## config.mk

```make
export PLATFORM = sky130hd
export DESIGN_NAME = qau_front
export DESIGN_NICKNAME = d
export VERILOG_FILES = /design/src/hw/rtl/qau_pkg.sv /design/src/hw/rtl/qau_front.sv
export SDC_FILE = /design/constraint.sdc
export NUM_CORES = 1
export LEC_CHECK = 0
export ABC_CLOCK_PERIOD_IN_PS = 2500
export BUFFER_PORTS_ARGS = -buffer_cell sky130_fd_sc_hd__buf_2
export CELL_PAD_IN_SITES_DETAIL_PLACEMENT = 0
export CELL_PAD_IN_SITES_GLOBAL_PLACEMENT = 2
export CORE_AREA = 2 2 213 215
export DETAILED_ROUTE_END_ITERATION = 12
export DIE_AREA = 0 0 215 217
export PLACE_DENSITY = 0.61
export SLEW_MARGIN = 20
export SYNTH_ARGS = -nofsm -noshare
export SYNTH_HDL_FRONTEND = slang
export SYNTH_SLANG_ARGS = --single-unit
```

## constraint.sdc

```tcl
create_clock -name vclk -period 2.5
set_input_delay 0.5 -clock vclk [all_inputs]
set_output_delay 0.5 -clock vclk [all_outputs]
set_load 0.005 [all_outputs]
```

## src/hw/rtl/qau_pkg.sv

```systemverilog
// Quaternion arithmetic unit: shared types, codes and fixed-point helpers.
// No dependencies; used by every module of the block.
package qau_pkg;

  localparam int DATA_W      = 32;
  localparam int FRAC_W      = 16;
  localparam int PROD_W      = 2 * DATA_W + 2;   // product of a word and a 33-bit word
  localparam int ACC_W       = 2 * DATA_W + 4;   // sum of four products
  localparam int SQ_W        = 2 * DATA_W + 1;   // sum of four squares
  localparam int SQRT_STAGES = DATA_W;
  localparam int DIV_STAGES  = DATA_W + 1;
  localparam int SIDE_DEPTH  = SQRT_STAGES + DIV_STAGES;
  localparam int FIFO_DEPTH  = 4;
  localparam int FIFO_AW     = 2;
  localparam int FIFO_CW     = 3;

  localparam logic [2:0] CMD_MUL   = 3'd0;
  localparam logic [2:0] CMD_SCALE = 3'd1;
  localparam logic [2:0] CMD_CONJ  = 3'd2;
  localparam logic [2:0] CMD_DOT   = 3'd3;
  localparam logic [2:0] CMD_ROT   = 3'd4;
  localparam logic [2:0] CMD_NORM  = 3'd5;
  localparam logic [2:0] CMD_INV   = 3'd6;

  localparam logic [1:0] ST_OK       = 2'd0;
  localparam logic [1:0] ST_ZERO_INV = 2'd1;
  localparam logic [1:0] ST_SAT      = 2'd2;

  typedef enum logic [2:0] {
    OP_MUL, OP_SCALE, OP_CONJ, OP_DOT, OP_ROT, OP_NORM, OP_INV, OP_NONE
  } op_t;

  typedef logic [DATA_W-1:0]     word_t;
  typedef word_t [3:0]           quad_t;    // index 0 is w
  typedef logic [PROD_W-1:0]     prod_t;
  typedef prod_t [3:0][3:0]      pmat_t;
  typedef logic [2*DATA_W-1:0]   dword_t;
  typedef logic [DIV_STAGES-1:0] quo_t;

  typedef struct packed {
    op_t   op;
    quad_t a;
    quad_t y;    // second multiplier operand
    word_t b0;
  } entry_t;

  typedef struct packed {
    logic  ov;
    word_t v;
  } sat_t;

  localparam word_t WORD_MAX = {1'b0, {(DATA_W-1){1'b1}}};
  localparam word_t WORD_MIN = {1'b1, {(DATA_W-1){1'b0}}};
  localparam word_t ONE_Q    = word_t'(64'd1 << FRAC_W);

  // Terms of the Hamilton product that are subtracted, per component.
  localparam logic [3:0] HAM_NEG [4] = '{4'b1110, 4'b1000, 4'b0010, 4'b0100};

  function automatic logic signed [ACC_W-1:0] ext_prod(input prod_t p);
    return $signed({{(ACC_W-PROD_W){p[PROD_W-1]}}, p});
  endfunction

  function automatic logic signed [ACC_W-1:0] ext_word(input word_t w);
    return $signed({{(ACC_W-DATA_W){w[DATA_W-1]}}, w});
  endfunction

  // component "row" of the product sum: term i pairs x_i with y_(i^row)
  function automatic logic signed [ACC_W-1:0] ham_sum(input pmat_t p, input logic [1:0] row,
                                                      input logic [3:0] neg);
    logic signed [ACC_W-1:0] acc;
    logic [1:0] col;
    acc = '0;
    for (int i = 0; i < 4; i++) begin
      col = 2'(i) ^ row;
      if (neg[i]) acc = acc - ext_prod(p[i][col]);
      else acc = acc + ext_prod(p[i][col]);
    end
    return acc;
  endfunction

  function automatic logic signed [ACC_W-1:0] floor_q(input logic signed [ACC_W-1:0] v);
    return v >>> FRAC_W;
  endfunction

  function automatic sat_t sat_word(input logic signed [ACC_W-1:0] v);
    sat_t r;
    r.ov = !((&v[ACC_W-1:DATA_W-1]) || !(|v[ACC_W-1:DATA_W-1]));
    r.v  = r.ov ? (v[ACC_W-1] ? WORD_MIN : WORD_MAX) : v[DATA_W-1:0];
    return r;
  endfunction

endpackage

```

## src/hw/rtl/qau_front.sv

```systemverilog
// Front end: decodes the command and selects multiplier operands.
// Depends on qau_pkg.
module qau_front (
  input  logic             in_valid,
  input  logic             fifo_full,
  input  logic [2:0]       in_command,
  input  qau_pkg::word_t   in_a_w,
  input  qau_pkg::word_t   in_a_x,
  input  qau_pkg::word_t   in_a_y,
  input  qau_pkg::word_t   in_a_z,
  input  qau_pkg::word_t   in_b_w,
  input  qau_pkg::word_t   in_b_x,
  input  qau_pkg::word_t   in_b_y,
  input  qau_pkg::word_t   in_b_z,
  output logic             in_stall,
  output logic             push,
  output qau_pkg::entry_t  entry
);

  assign in_stall = fifo_full;
  assign push     = in_valid && !fifo_full;

  always_comb begin
    entry.a  = {in_a_z, in_a_y, in_a_x, in_a_w};
    entry.b0 = in_b_w;
    unique case (in_command)
      qau_pkg::CMD_MUL:   entry.op = qau_pkg::OP_MUL;
      qau_pkg::CMD_SCALE: entry.op = qau_pkg::OP_SCALE;
      qau_pkg::CMD_CONJ:  entry.op = qau_pkg::OP_CONJ;
      qau_pkg::CMD_DOT:   entry.op = qau_pkg::OP_DOT;
      qau_pkg::CMD_ROT:   entry.op = qau_pkg::OP_ROT;
      qau_pkg::CMD_NORM:  entry.op = qau_pkg::OP_NORM;
      qau_pkg::CMD_INV:   entry.op = qau_pkg::OP_INV;
      default:            entry.op = qau_pkg::OP_NONE;
    endcase
    // squares for the length, a pure vector for rotation
    unique case (entry.op)
      qau_pkg::OP_NORM, qau_pkg::OP_INV: entry.y = entry.a;
      qau_pkg::OP_ROT: entry.y = {in_b_z, in_b_y, in_b_x, qau_pkg::word_t'(0)};
      default:         entry.y = {in_b_z, in_b_y, in_b_x, in_b_w};
    endcase
  end

endmodule

```

==> impl_metrics.py <==
metrics = {
    "job": {
        "maxCapViolCount": 0,
    },
    "timing": {
        "rsz0062_at_grt": "no",
        "min_period_ns": 2.403,
        "setup_viol": 0,
        "fmaxAchievable_mhz": 416.2,
        "max-slew-margin-rel_pct": 71.51,
        "max_transition_viols_final": 0,
        "finalSetupTns_ns": 0,
        "worst_pin_slew_ns": 0.4274,
        "endpoints_failing_hold": 0,
        "finalCritPeriodShare_pct": 96.11,
    },
    "cts": {
        "post_cts_buffers": 0,
        "post_cts_resized": 0,
        "cts_hold_buf": 0,
    },
    "critical_path": {
        "cp_slowest_stage_delay_ns": 0.36,
        "worstSetupEndpointType": "primary output",
        "criticalPathCategory": "in -> out",
        "cp.required_ns": 2.00,
        "worstPathCellList": "buf_2 > nor2b_1 > o21ai_4 > buf_12 > buf_4 > mux2_2 > buf_2",
        "critical_path.slowest_cell": "mux2_2",
        "cp-start-kind": "primary input",
        "timing.critical_path.fanout_max": 18,
        "path_common_cell": "buf_2",
        "critPathArrivalTime_ns": 1.90,
    },
    "global_routing": {
        "grt_overflow": 0,
        "grt_max_degree": 63,
        "global_route.usage.total_pct": 11.14,
        "number_of_antenna_violations_at_the_first_check_in_global_routing": 27,
        "grt_pass1_vias": 4457,
        "global_route_wire_length_before_repair_um": 36470,
    },
    "cells_and_area": {
        "flops_and_latches": 0,
        "layout.area.seq_um2": 0,
        "clock_buffer_count": 0,
        "final_layout_size_suffix_gt1_share_pct": 83.73,
        "num-fill-cells": 5267,
        "final_design_area_no_fill_mm2": 0.005858,
        "syn_to_final_growth_pct": 67.51,
        "final_nets": 1068,
    },
    "synth": {
        "synthDominantAreaCellType": "buf_4",
        "synth_commonest_cells": "buf_4 (167), mux2_2 (56), mux2_4 (40)",
        "postSynthCellCount": 426,
        "synth.avg_cell_area_um2": 8.209,
        "synthesis.nets": 687,
        "synth.cell_area_mm2": 0.003497,
        "synth.top_cells.by_area": "buf_4 (36%), mux2_2 (18%), mux2_4 (17%)",
        "synth_cell_types": 16,
        "netlist.area_leader.share_pct": 35.85,
        "synth_seq_area_share_pct": 0,
        "yosysMostFrequentCell": "buf_4",
        "synth_warnings": 0,
    },
    "die": {
        "standard_cell_core_area_mm2": 0.04470,
        "die_area_mm2": 0.04666,
        "effective_utilization_at_floorplan_pct": 7.824,
        "rows": 78,
        "die_h_um": 217,
        "die_w_um": 215,
        "top_level_ports": 554,
    },
    "worst_hold_path": {
        "worstHoldPathCells": 2,
        "hold_path_class": "in -> out",
    },
    "power": {
        "power-per-cell-area_mw_per_mm2": 191.4,
        "irDropWorstVdd_mv": 0.05108,
        "leakage_nw": 3.245,
    },
    "route": {
        "viasPerCell": 3.305,
        "routed_wirelength_um": 28770,
        "antenna_left": 0,
        "detailedRoute.firstPassIterationCount": 4,
        "detailedRoute.firstIterationViolations": 211,
        "num_vias": 4690,
        "wl_per_cell_um": 20.28,
        "drt_drc_violations_left": 0,
    },
    "placement": {
        "gp_congestion": 0.9138,
        "detailed_placer_s_ending_hpwl_um": 26720,
        "placedInstanceArea_mm2": 0.005823,
        "buffer_ports.inserted": 554,
    },
    "run_status": {
        "outcome": "complete, no violations",
    },
}
==> cell families after synthesis <==
| logic type | synth area share [%] |
|---|---|
| simple gates | 4.330 |
| buf+inv | 43.97 |
| mux | 35.21 |
| compound gates | 16.49 |
==> through the flow <==
stage / std cells / power [mW] / hold slack, ns / setup WS [ns] / util (%)
final: 1419 / 1.121 / 1.181 / 0.09714 / 13.11
after global routing: 1415 / 1.204 / 1.186 / 0.02423 / 13.08
after CTS: 1405 / 1.137 / 1.183 / 0.08031 / 13.03
after detailed placement: 1405 / 1.132 / 1.181 / 0.08365 / 13.03
after global placement: 1405 / 1.133 / 1.182 / 0.09878 / 13.03
after floorplan: 426 / 0.5956 / 1.030 / 0.4311 / -
==> routing by layer <==
layer | global-route usage (%) | routed length [µm] | up-vias
li1 | - | - | 2133
met1 | 12.06 | 10690 | 2184
met2 | 21.06 | 15150 | 329
met3 | 2.376 | 2128 | 42
met4 | 4.368 | 795 | 2
met5 | 0 | 10 | -
==> worst paths after layout <==
| path | from | end | slack [ns] |
|---|---|---|---|
| worst min-delay path | in_a_x[31] | entry[223] | 1.18 |
| worst max-delay path | in_command[1] | entry[150] | 0.1 |
==> final cells by class <==
| cell class | count | area, µm² | share of cell area [%] |
|---|---|---|---|
| Timing Repair Buffer | 575 | 2983 | 50.92 |
| Multi-Input combinational cell | 198 | 1969 | 33.62 |
| Tap cell | 600 | 750.7 | 12.82 |
| Inverter | 32 | 120.1 | 2.050 |
| Antenna cell | 14 | 35.03 | 0.5980 |
==> worst max-delay path, delay by kind of cell <==
| kind | cells | cell delay (ns) |
|---|---|---|
| buffers and inverters | 4 | 0.70 |
| muxes | 1 | 0.36 |
| and+or+nand+nor | 1 | 0.16 |
| AOI/OAI and AO/OA | 1 | 0.16 |
==> power by group <==
| group | internal, mW | leakage, nW | total [mW] | switching [mW] |
|---|---|---|---|---|
| Combinational | 0.584 | 3.25 | 1.12 | 0.537 |
| Sequential | 0 | 0 | 0 | 0 |
| Clock | 0.000000763 | 0.0000887 | 0.000000763 | 0 |
| Total | 0.584 | 3.25 | 1.12 | 0.537 |
==> placed cells by master (no fill, tap or decap), drive strengths merged <==
master	instances
buf	575
nor2b	3
a32oi	32
nand2	32
diode	14
o21ai	1
and2	1
inv	32
mux2	96
nand2b	1
o221ai	32
Note: power is estimated with default switching activity, not from simulation.
