## config.mk

```make
export PLATFORM = sky130hd
export DESIGN_NAME = qau_fifo
export DESIGN_NICKNAME = d
export VERILOG_FILES = /design/src/hw/rtl/qau_pkg.sv /design/src/hw/rtl/qau_fifo.sv
export SDC_FILE = /design/constraint.sdc
export NUM_CORES = 1
export LEC_CHECK = 0
export BUFFER_PORTS_ARGS = -buffer_cell sky130_fd_sc_hd__buf_2
export CELL_PAD_IN_SITES_DETAIL_PLACEMENT = 0
export CELL_PAD_IN_SITES_GLOBAL_PLACEMENT = 1
export CORE_UTILIZATION = 36
export CTS_BUF_LIST = sky130_fd_sc_hd__clkbuf_8
export CTS_CLUSTER_DIAMETER = 40
export CTS_CLUSTER_SIZE = 30
export DETAILED_ROUTE_END_ITERATION = 7
export HOLD_SLACK_MARGIN = 0.08
export MAX_ROUTING_LAYER = met4
export PLACE_DENSITY_LB_ADDON = 0.2
export SETUP_SLACK_MARGIN = 0.1
export SLEW_MARGIN = 20
export SYNTH_ARGS = -nofsm -noshare
export SYNTH_HDL_FRONTEND = slang
export SYNTH_SLANG_ARGS = --single-unit
```

## constraint.sdc

```tcl
create_clock -name clk -period 10.1 [get_ports clk]
set_clock_uncertainty 0.1 [all_clocks]
set_input_delay 0.505 -clock clk [delete_from_list [all_inputs] [get_ports clk]]
set_output_delay 0.505 -clock clk [all_outputs]
set_load 0.05 [all_outputs]
```

## src/hw/rtl/qau_pkg.sv

```systemverilog
// Quaternion arithmetic unit: shared types, codes and fixed-point helpers.
// No dependencies; used by every module of the block.
package qau_pkg;

  localparam int DATA_W      = 32;
  localparam int FRAC_W      = 16;
  localparam int PROD_W      = 2 * DATA_W + 2;   // product of a word and a 33-bit word
  localparam int ACC_W       = 2 * DATA_W + 4;   // sum of four products
  localparam int SQ_W        = 2 * DATA_W + 1;   // sum of four squares
  localparam int SQRT_STAGES = DATA_W;
  localparam int DIV_STAGES  = DATA_W + 1;
  localparam int SIDE_DEPTH  = SQRT_STAGES + DIV_STAGES;
  localparam int FIFO_DEPTH  = 4;
  localparam int FIFO_AW     = 2;
  localparam int FIFO_CW     = 3;

  localparam logic [2:0] CMD_MUL   = 3'd0;
  localparam logic [2:0] CMD_SCALE = 3'd1;
  localparam logic [2:0] CMD_CONJ  = 3'd2;
  localparam logic [2:0] CMD_DOT   = 3'd3;
  localparam logic [2:0] CMD_ROT   = 3'd4;
  localparam logic [2:0] CMD_NORM  = 3'd5;
  localparam logic [2:0] CMD_INV   = 3'd6;

  localparam logic [1:0] ST_OK       = 2'd0;
  localparam logic [1:0] ST_ZERO_INV = 2'd1;
  localparam logic [1:0] ST_SAT      = 2'd2;

  typedef enum logic [2:0] {
    OP_MUL, OP_SCALE, OP_CONJ, OP_DOT, OP_ROT, OP_NORM, OP_INV, OP_NONE
  } op_t;

  typedef logic [DATA_W-1:0]     word_t;
  typedef word_t [3:0]           quad_t;    // index 0 is w
  typedef logic [PROD_W-1:0]     prod_t;
  typedef prod_t [3:0][3:0]      pmat_t;
  typedef logic [2*DATA_W-1:0]   dword_t;
  typedef logic [DIV_STAGES-1:0] quo_t;

  typedef struct packed {
    op_t   op;
    quad_t a;
    quad_t y;    // second multiplier operand
    word_t b0;
  } entry_t;

  typedef struct packed {
    logic  ov;
    word_t v;
  } sat_t;

  localparam word_t WORD_MAX = {1'b0, {(DATA_W-1){1'b1}}};
  localparam word_t WORD_MIN = {1'b1, {(DATA_W-1){1'b0}}};
  localparam word_t ONE_Q    = word_t'(64'd1 << FRAC_W);

  // Terms of the Hamilton product that are subtracted, per component.
  localparam logic [3:0] HAM_NEG [4] = '{4'b1110, 4'b1000, 4'b0010, 4'b0100};

  function automatic logic signed [ACC_W-1:0] ext_prod(input prod_t p);
    return $signed({{(ACC_W-PROD_W){p[PROD_W-1]}}, p});
  endfunction

  function automatic logic signed [ACC_W-1:0] ext_word(input word_t w);
    return $signed({{(ACC_W-DATA_W){w[DATA_W-1]}}, w});
  endfunction

  // component "row" of the product sum: term i pairs x_i with y_(i^row)
  function automatic logic signed [ACC_W-1:0] ham_sum(input pmat_t p, input logic [1:0] row,
                                                      input logic [3:0] neg);
    logic signed [ACC_W-1:0] acc;
    logic [1:0] col;
    acc = '0;
    for (int i = 0; i < 4; i++) begin
      col = 2'(i) ^ row;
      if (neg[i]) acc = acc - ext_prod(p[i][col]);
      else acc = acc + ext_prod(p[i][col]);
    end
    return acc;
  endfunction

  function automatic logic signed [ACC_W-1:0] floor_q(input logic signed [ACC_W-1:0] v);
    return v >>> FRAC_W;
  endfunction

  function automatic sat_t sat_word(input logic signed [ACC_W-1:0] v);
    sat_t r;
    r.ov = !((&v[ACC_W-1:DATA_W-1]) || !(|v[ACC_W-1:DATA_W-1]));
    r.v  = r.ov ? (v[ACC_W-1] ? WORD_MIN : WORD_MAX) : v[DATA_W-1:0];
    return r;
  endfunction

endpackage

```

## src/hw/rtl/qau_fifo.sv

```systemverilog
// Decoupling queue between front and back end.
// Depends on qau_pkg (entry_t, depth constants).
module qau_fifo (
  input  logic             clk,
  input  logic             rst_n,
  input  logic             push,
  input  qau_pkg::entry_t  push_data,
  input  logic             pop,
  output qau_pkg::entry_t  head,
  output logic             full,
  output logic             empty
);

  qau_pkg::entry_t mem_r [qau_pkg::FIFO_DEPTH];
  logic [qau_pkg::FIFO_AW-1:0] wr_ptr_r, wr_ptr_nxt, rd_ptr_r, rd_ptr_nxt;
  logic [qau_pkg::FIFO_CW-1:0] cnt_r, cnt_nxt;

  always_comb begin
    wr_ptr_nxt = push ? wr_ptr_r + 1'b1 : wr_ptr_r;
    rd_ptr_nxt = pop ? rd_ptr_r + 1'b1 : rd_ptr_r;
    cnt_nxt    = cnt_r + qau_pkg::FIFO_CW'(push) - qau_pkg::FIFO_CW'(pop);
  end

  always_ff @(posedge clk) begin
    if (!rst_n) begin
      wr_ptr_r <= '0;
      rd_ptr_r <= '0;
      cnt_r    <= '0;
    end else begin
      wr_ptr_r <= wr_ptr_nxt;
      rd_ptr_r <= rd_ptr_nxt;
      cnt_r    <= cnt_nxt;
    end
  end

  always_ff @(posedge clk) begin
    if (push) mem_r[wr_ptr_r] <= push_data;
  end

  assign head  = mem_r[rd_ptr_r];
  assign full  = cnt_r == qau_pkg::FIFO_CW'(qau_pkg::FIFO_DEPTH);
  assign empty = cnt_r == '0;

endmodule

```

==> results.sh <==
export IMPL_status="completed"
export IMPL_dp_hpwl_um=56170
export IMPL_peakVddDrop_v=0.0001456
export IMPL_ys_top_cells_by_area="edfxtp_1 82%, mux4_2 15%, buf_12 1.5%"
export IMPL_grt_ovfl_total=0
export IMPL_cts_resized=0
export IMPL_drv_cap=0
export IMPL_htreeDepth=4
export IMPL_drc=0
export IMPL_synthMuxAreaShare_pct=15.35
export IMPL_synth_simple_area_share_pct=0.1756
export IMPL_synth_xor_area_share_pct=0.09656
export IMPL_rsz0062_at_grt="false"
export IMPL_rows=126
export IMPL_worstPathArrival_ns=4.33
export IMPL_cts_root_buffer_cell="clkbuf_8"
export IMPL_via_per_inst=4.765
export IMPL_syn_area_per_cell_um2=27.36
export IMPL_start_util_pct=36.26
export IMPL_syn_num_nets=1865
export IMPL_crit_fanout=43
export IMPL_relSlewSlack_pct=15.77
export IMPL_powerDensity_mw_per_mm2=209.4
export IMPL_placedInstanceArea_mm2=0.04707
export IMPL_core_area_mm2=0.1179
export IMPL_synth_top_family_by_area="multiplexers"
export IMPL_fin_area_mm2=0.05362
export IMPL_ys_warn_count=0
export IMPL_clk_pin_slew_ns=0.07
export IMPL_fin_tns_setup_ns=0
export IMPL_synth_seq_cells=1173
export IMPL_ios=588
export IMPL_hold_viol=0
export IMPL_ant_nets=0
export IMPL_final_nets=2862
export IMPL_drive_above_1_share_pct=43.35
export IMPL_critPathKind="reg -> out"
export IMPL_fin_crit_sh_pct=48.82
export IMPL_required_ns=9.50
export IMPL_antenna_found_initial=22
export IMPL_clock_sinks=1173
export IMPL_cts_buffers=158
export IMPL_clockBufferDepth=3
export IMPL_grt_max_degree=144
export IMPL_setup_viol=0
export IMPL_synth_compound_area_share_pct=0.03511
export IMPL_synth_top_area_share_pct=81.75
export IMPL_dieArea_mm2=0.1202
export IMPL_cts_tree="built"
export IMPL_tightestPinTransition_ns=1.263
export IMPL_max_freq_mhz=202.8
export IMPL_fp_dieH_um=346.6
export IMPL_end_kind="output pin"
export IMPL_synthAdderAreaFrac_pct=0.2224
export IMPL_startpoint_type="flop"
export IMPL_areaGrowthSynthToFinish_pct=25.39
export IMPL_post_route_min_period_ns=4.931
export IMPL_drt_first_pass_iters=5
export IMPL_ys_seq_area_share_pct=82.17
export IMPL_wl_per_cell_um=22.43
export IMPL_num_vias=20260
export IMPL_hp_class="in -> reg"
export IMPL_grt_pass1_vias=22070
export IMPL_drt_wl_total_um=95350
export IMPL_first_iter_violations=1043
export IMPL_synth_top_area_cell="edfxtp_1"
export IMPL_syn_area_mm2=0.04276
export IMPL_die_x_um=346.6
export IMPL_drv_slew=0
export IMPL_postSynthCellCount=1563
export IMPL_gp_congestion=0.7365
export IMPL_grtUsageTotal_pct=16.30
export IMPL_grt_pass1_wl_um=140900
export IMPL_p_leak_nw=17.93
export IMPL_clk_latency_ns=0.84
export IMPL_synth_cell_type_count=20
export IMPL_io_buffers=587
per-stage QoR:
stage / util, % / setup WS [ns] / power (mW) / instances / hold WS [ns]
2_1_floorplan: - / 2.183 / 6.971 / 1563 / 0.3993
3_3_place_gp: 39.91 / 5.897 / 7.312 / 3641 / 0.4050
3_5_place_dp: 39.91 / 5.870 / 7.338 / 3641 / 0.4147
4_1_cts: 45.39 / 4.870 / 11.39 / 4225 / 0.1627
5_1_grt: 45.46 / 4.697 / 11.65 / 4247 / 0.2061
6_report: 45.47 / 5.169 / 11.23 / 4251 / 0.2923
what timing repair did:
item | 4_1_cts | 5_1_grt
setup buffers | 0 | 0
endpoints found under the hold margin | 1173 | 0
hold buffers | 294 | 0
worst max-delay path, cell delays in order, from the launching register on:
cell,delay (ns)
dfxtp_4,0.89
buf_4,0.78
buf_4,0.79
mux4_2,0.63
buf_2,0.24
cell families (layout without fill, tap and decap cells):
kind of cell,Yosys count,after routing
DFF,1173,1173
muxes,292,292
buffers and inverters,72,1199
and+or+nand+nor,14,14
adders and majority gates,7,7
xor gates and xnor gates,3,3
AOI/OAI and AO/OA,2,2
other,0,25
worst paths after layout:
check | start | end | slack, ns | cells past startpoint
worst max-delay path | flop | head[81] | 5.17 | 4
worst min-delay path | push_data[59] | mem_r[0][59] | 0.29 | 2
worst max register to register | wr_ptr_r[1] | mem_r[1][9] | 6.41 | 5
worst min register to register | rd_ptr_r[0] | flop | 0.43 | 2
cell usage after synthesis:
library cell	number
edfxtp_1	1164
mux4_2	291
buf_12	32
buf_2	29
dfxtp_1	9
inv_1	7
and2_1	6
ha_1	6
nor2_1	5
clkbuf_1	3
xnor2_1	2
a21bo_2	1
a21oi_1	1
and3_1	1
buf_6	1
fa_1	1
mux2i_1	1
nand3b_1	1
nor3_1	1
xor3_1	1
area by class of cell:
cell class              count  area, µm²
fillers                 10110      64310
clock inverters           129       1301
flip-flops and latches   1173      35140
well taps                1536       1922
multi-input cells         318       6800
clock buffers             161       2216
repair buffers            902       6146
diodes                     25      62.56
inverters                   7      26.28
where the power goes:
part | switching (mW) | internal [mW]
logic | 1.13 | 0.512
clock network | 1.94 | 1.99
registers | 0.0608 | 5.60
metal layers:
metal	share of wire, %	global-route usage, %	wire length [µm]	vias to the layer above
met5	0	-	0	-
li1	-	-	-	8880
met4	2.5	5.545	2345	0
met2	51	26.54	48530	593
met3	7.3	5.357	6974	160
met1	39	18.98	37500	10620
sequential cells by signal, summed over array words and instances, names as in the netlist, named ones only:
signal,flops
cnt_r,3
wr_ptr_r,2
rd_ptr_r,2
mem_r,1164
cell usage in the layout (no fill, tap or decap), drive strengths merged:
cell type	netlist	final
a21bo	1	1
a21oi	1	1
and2	6	6
and3	1	1
buf	62	608
bufinv	0	16
clkbuf	3	161
clkinv	0	51
clkinvlp	0	24
dfxtp	9	9
diode	0	25
dlygate4sd3	0	294
edfxtp	1164	1164
fa	1	1
ha	6	6
inv	7	45
mux2i	1	1
mux4	291	291
nand3b	1	1
nor2	5	5
nor3	1	1
xnor2	2	2
xor3	1	1
Power figures use the tool's default switching activity.
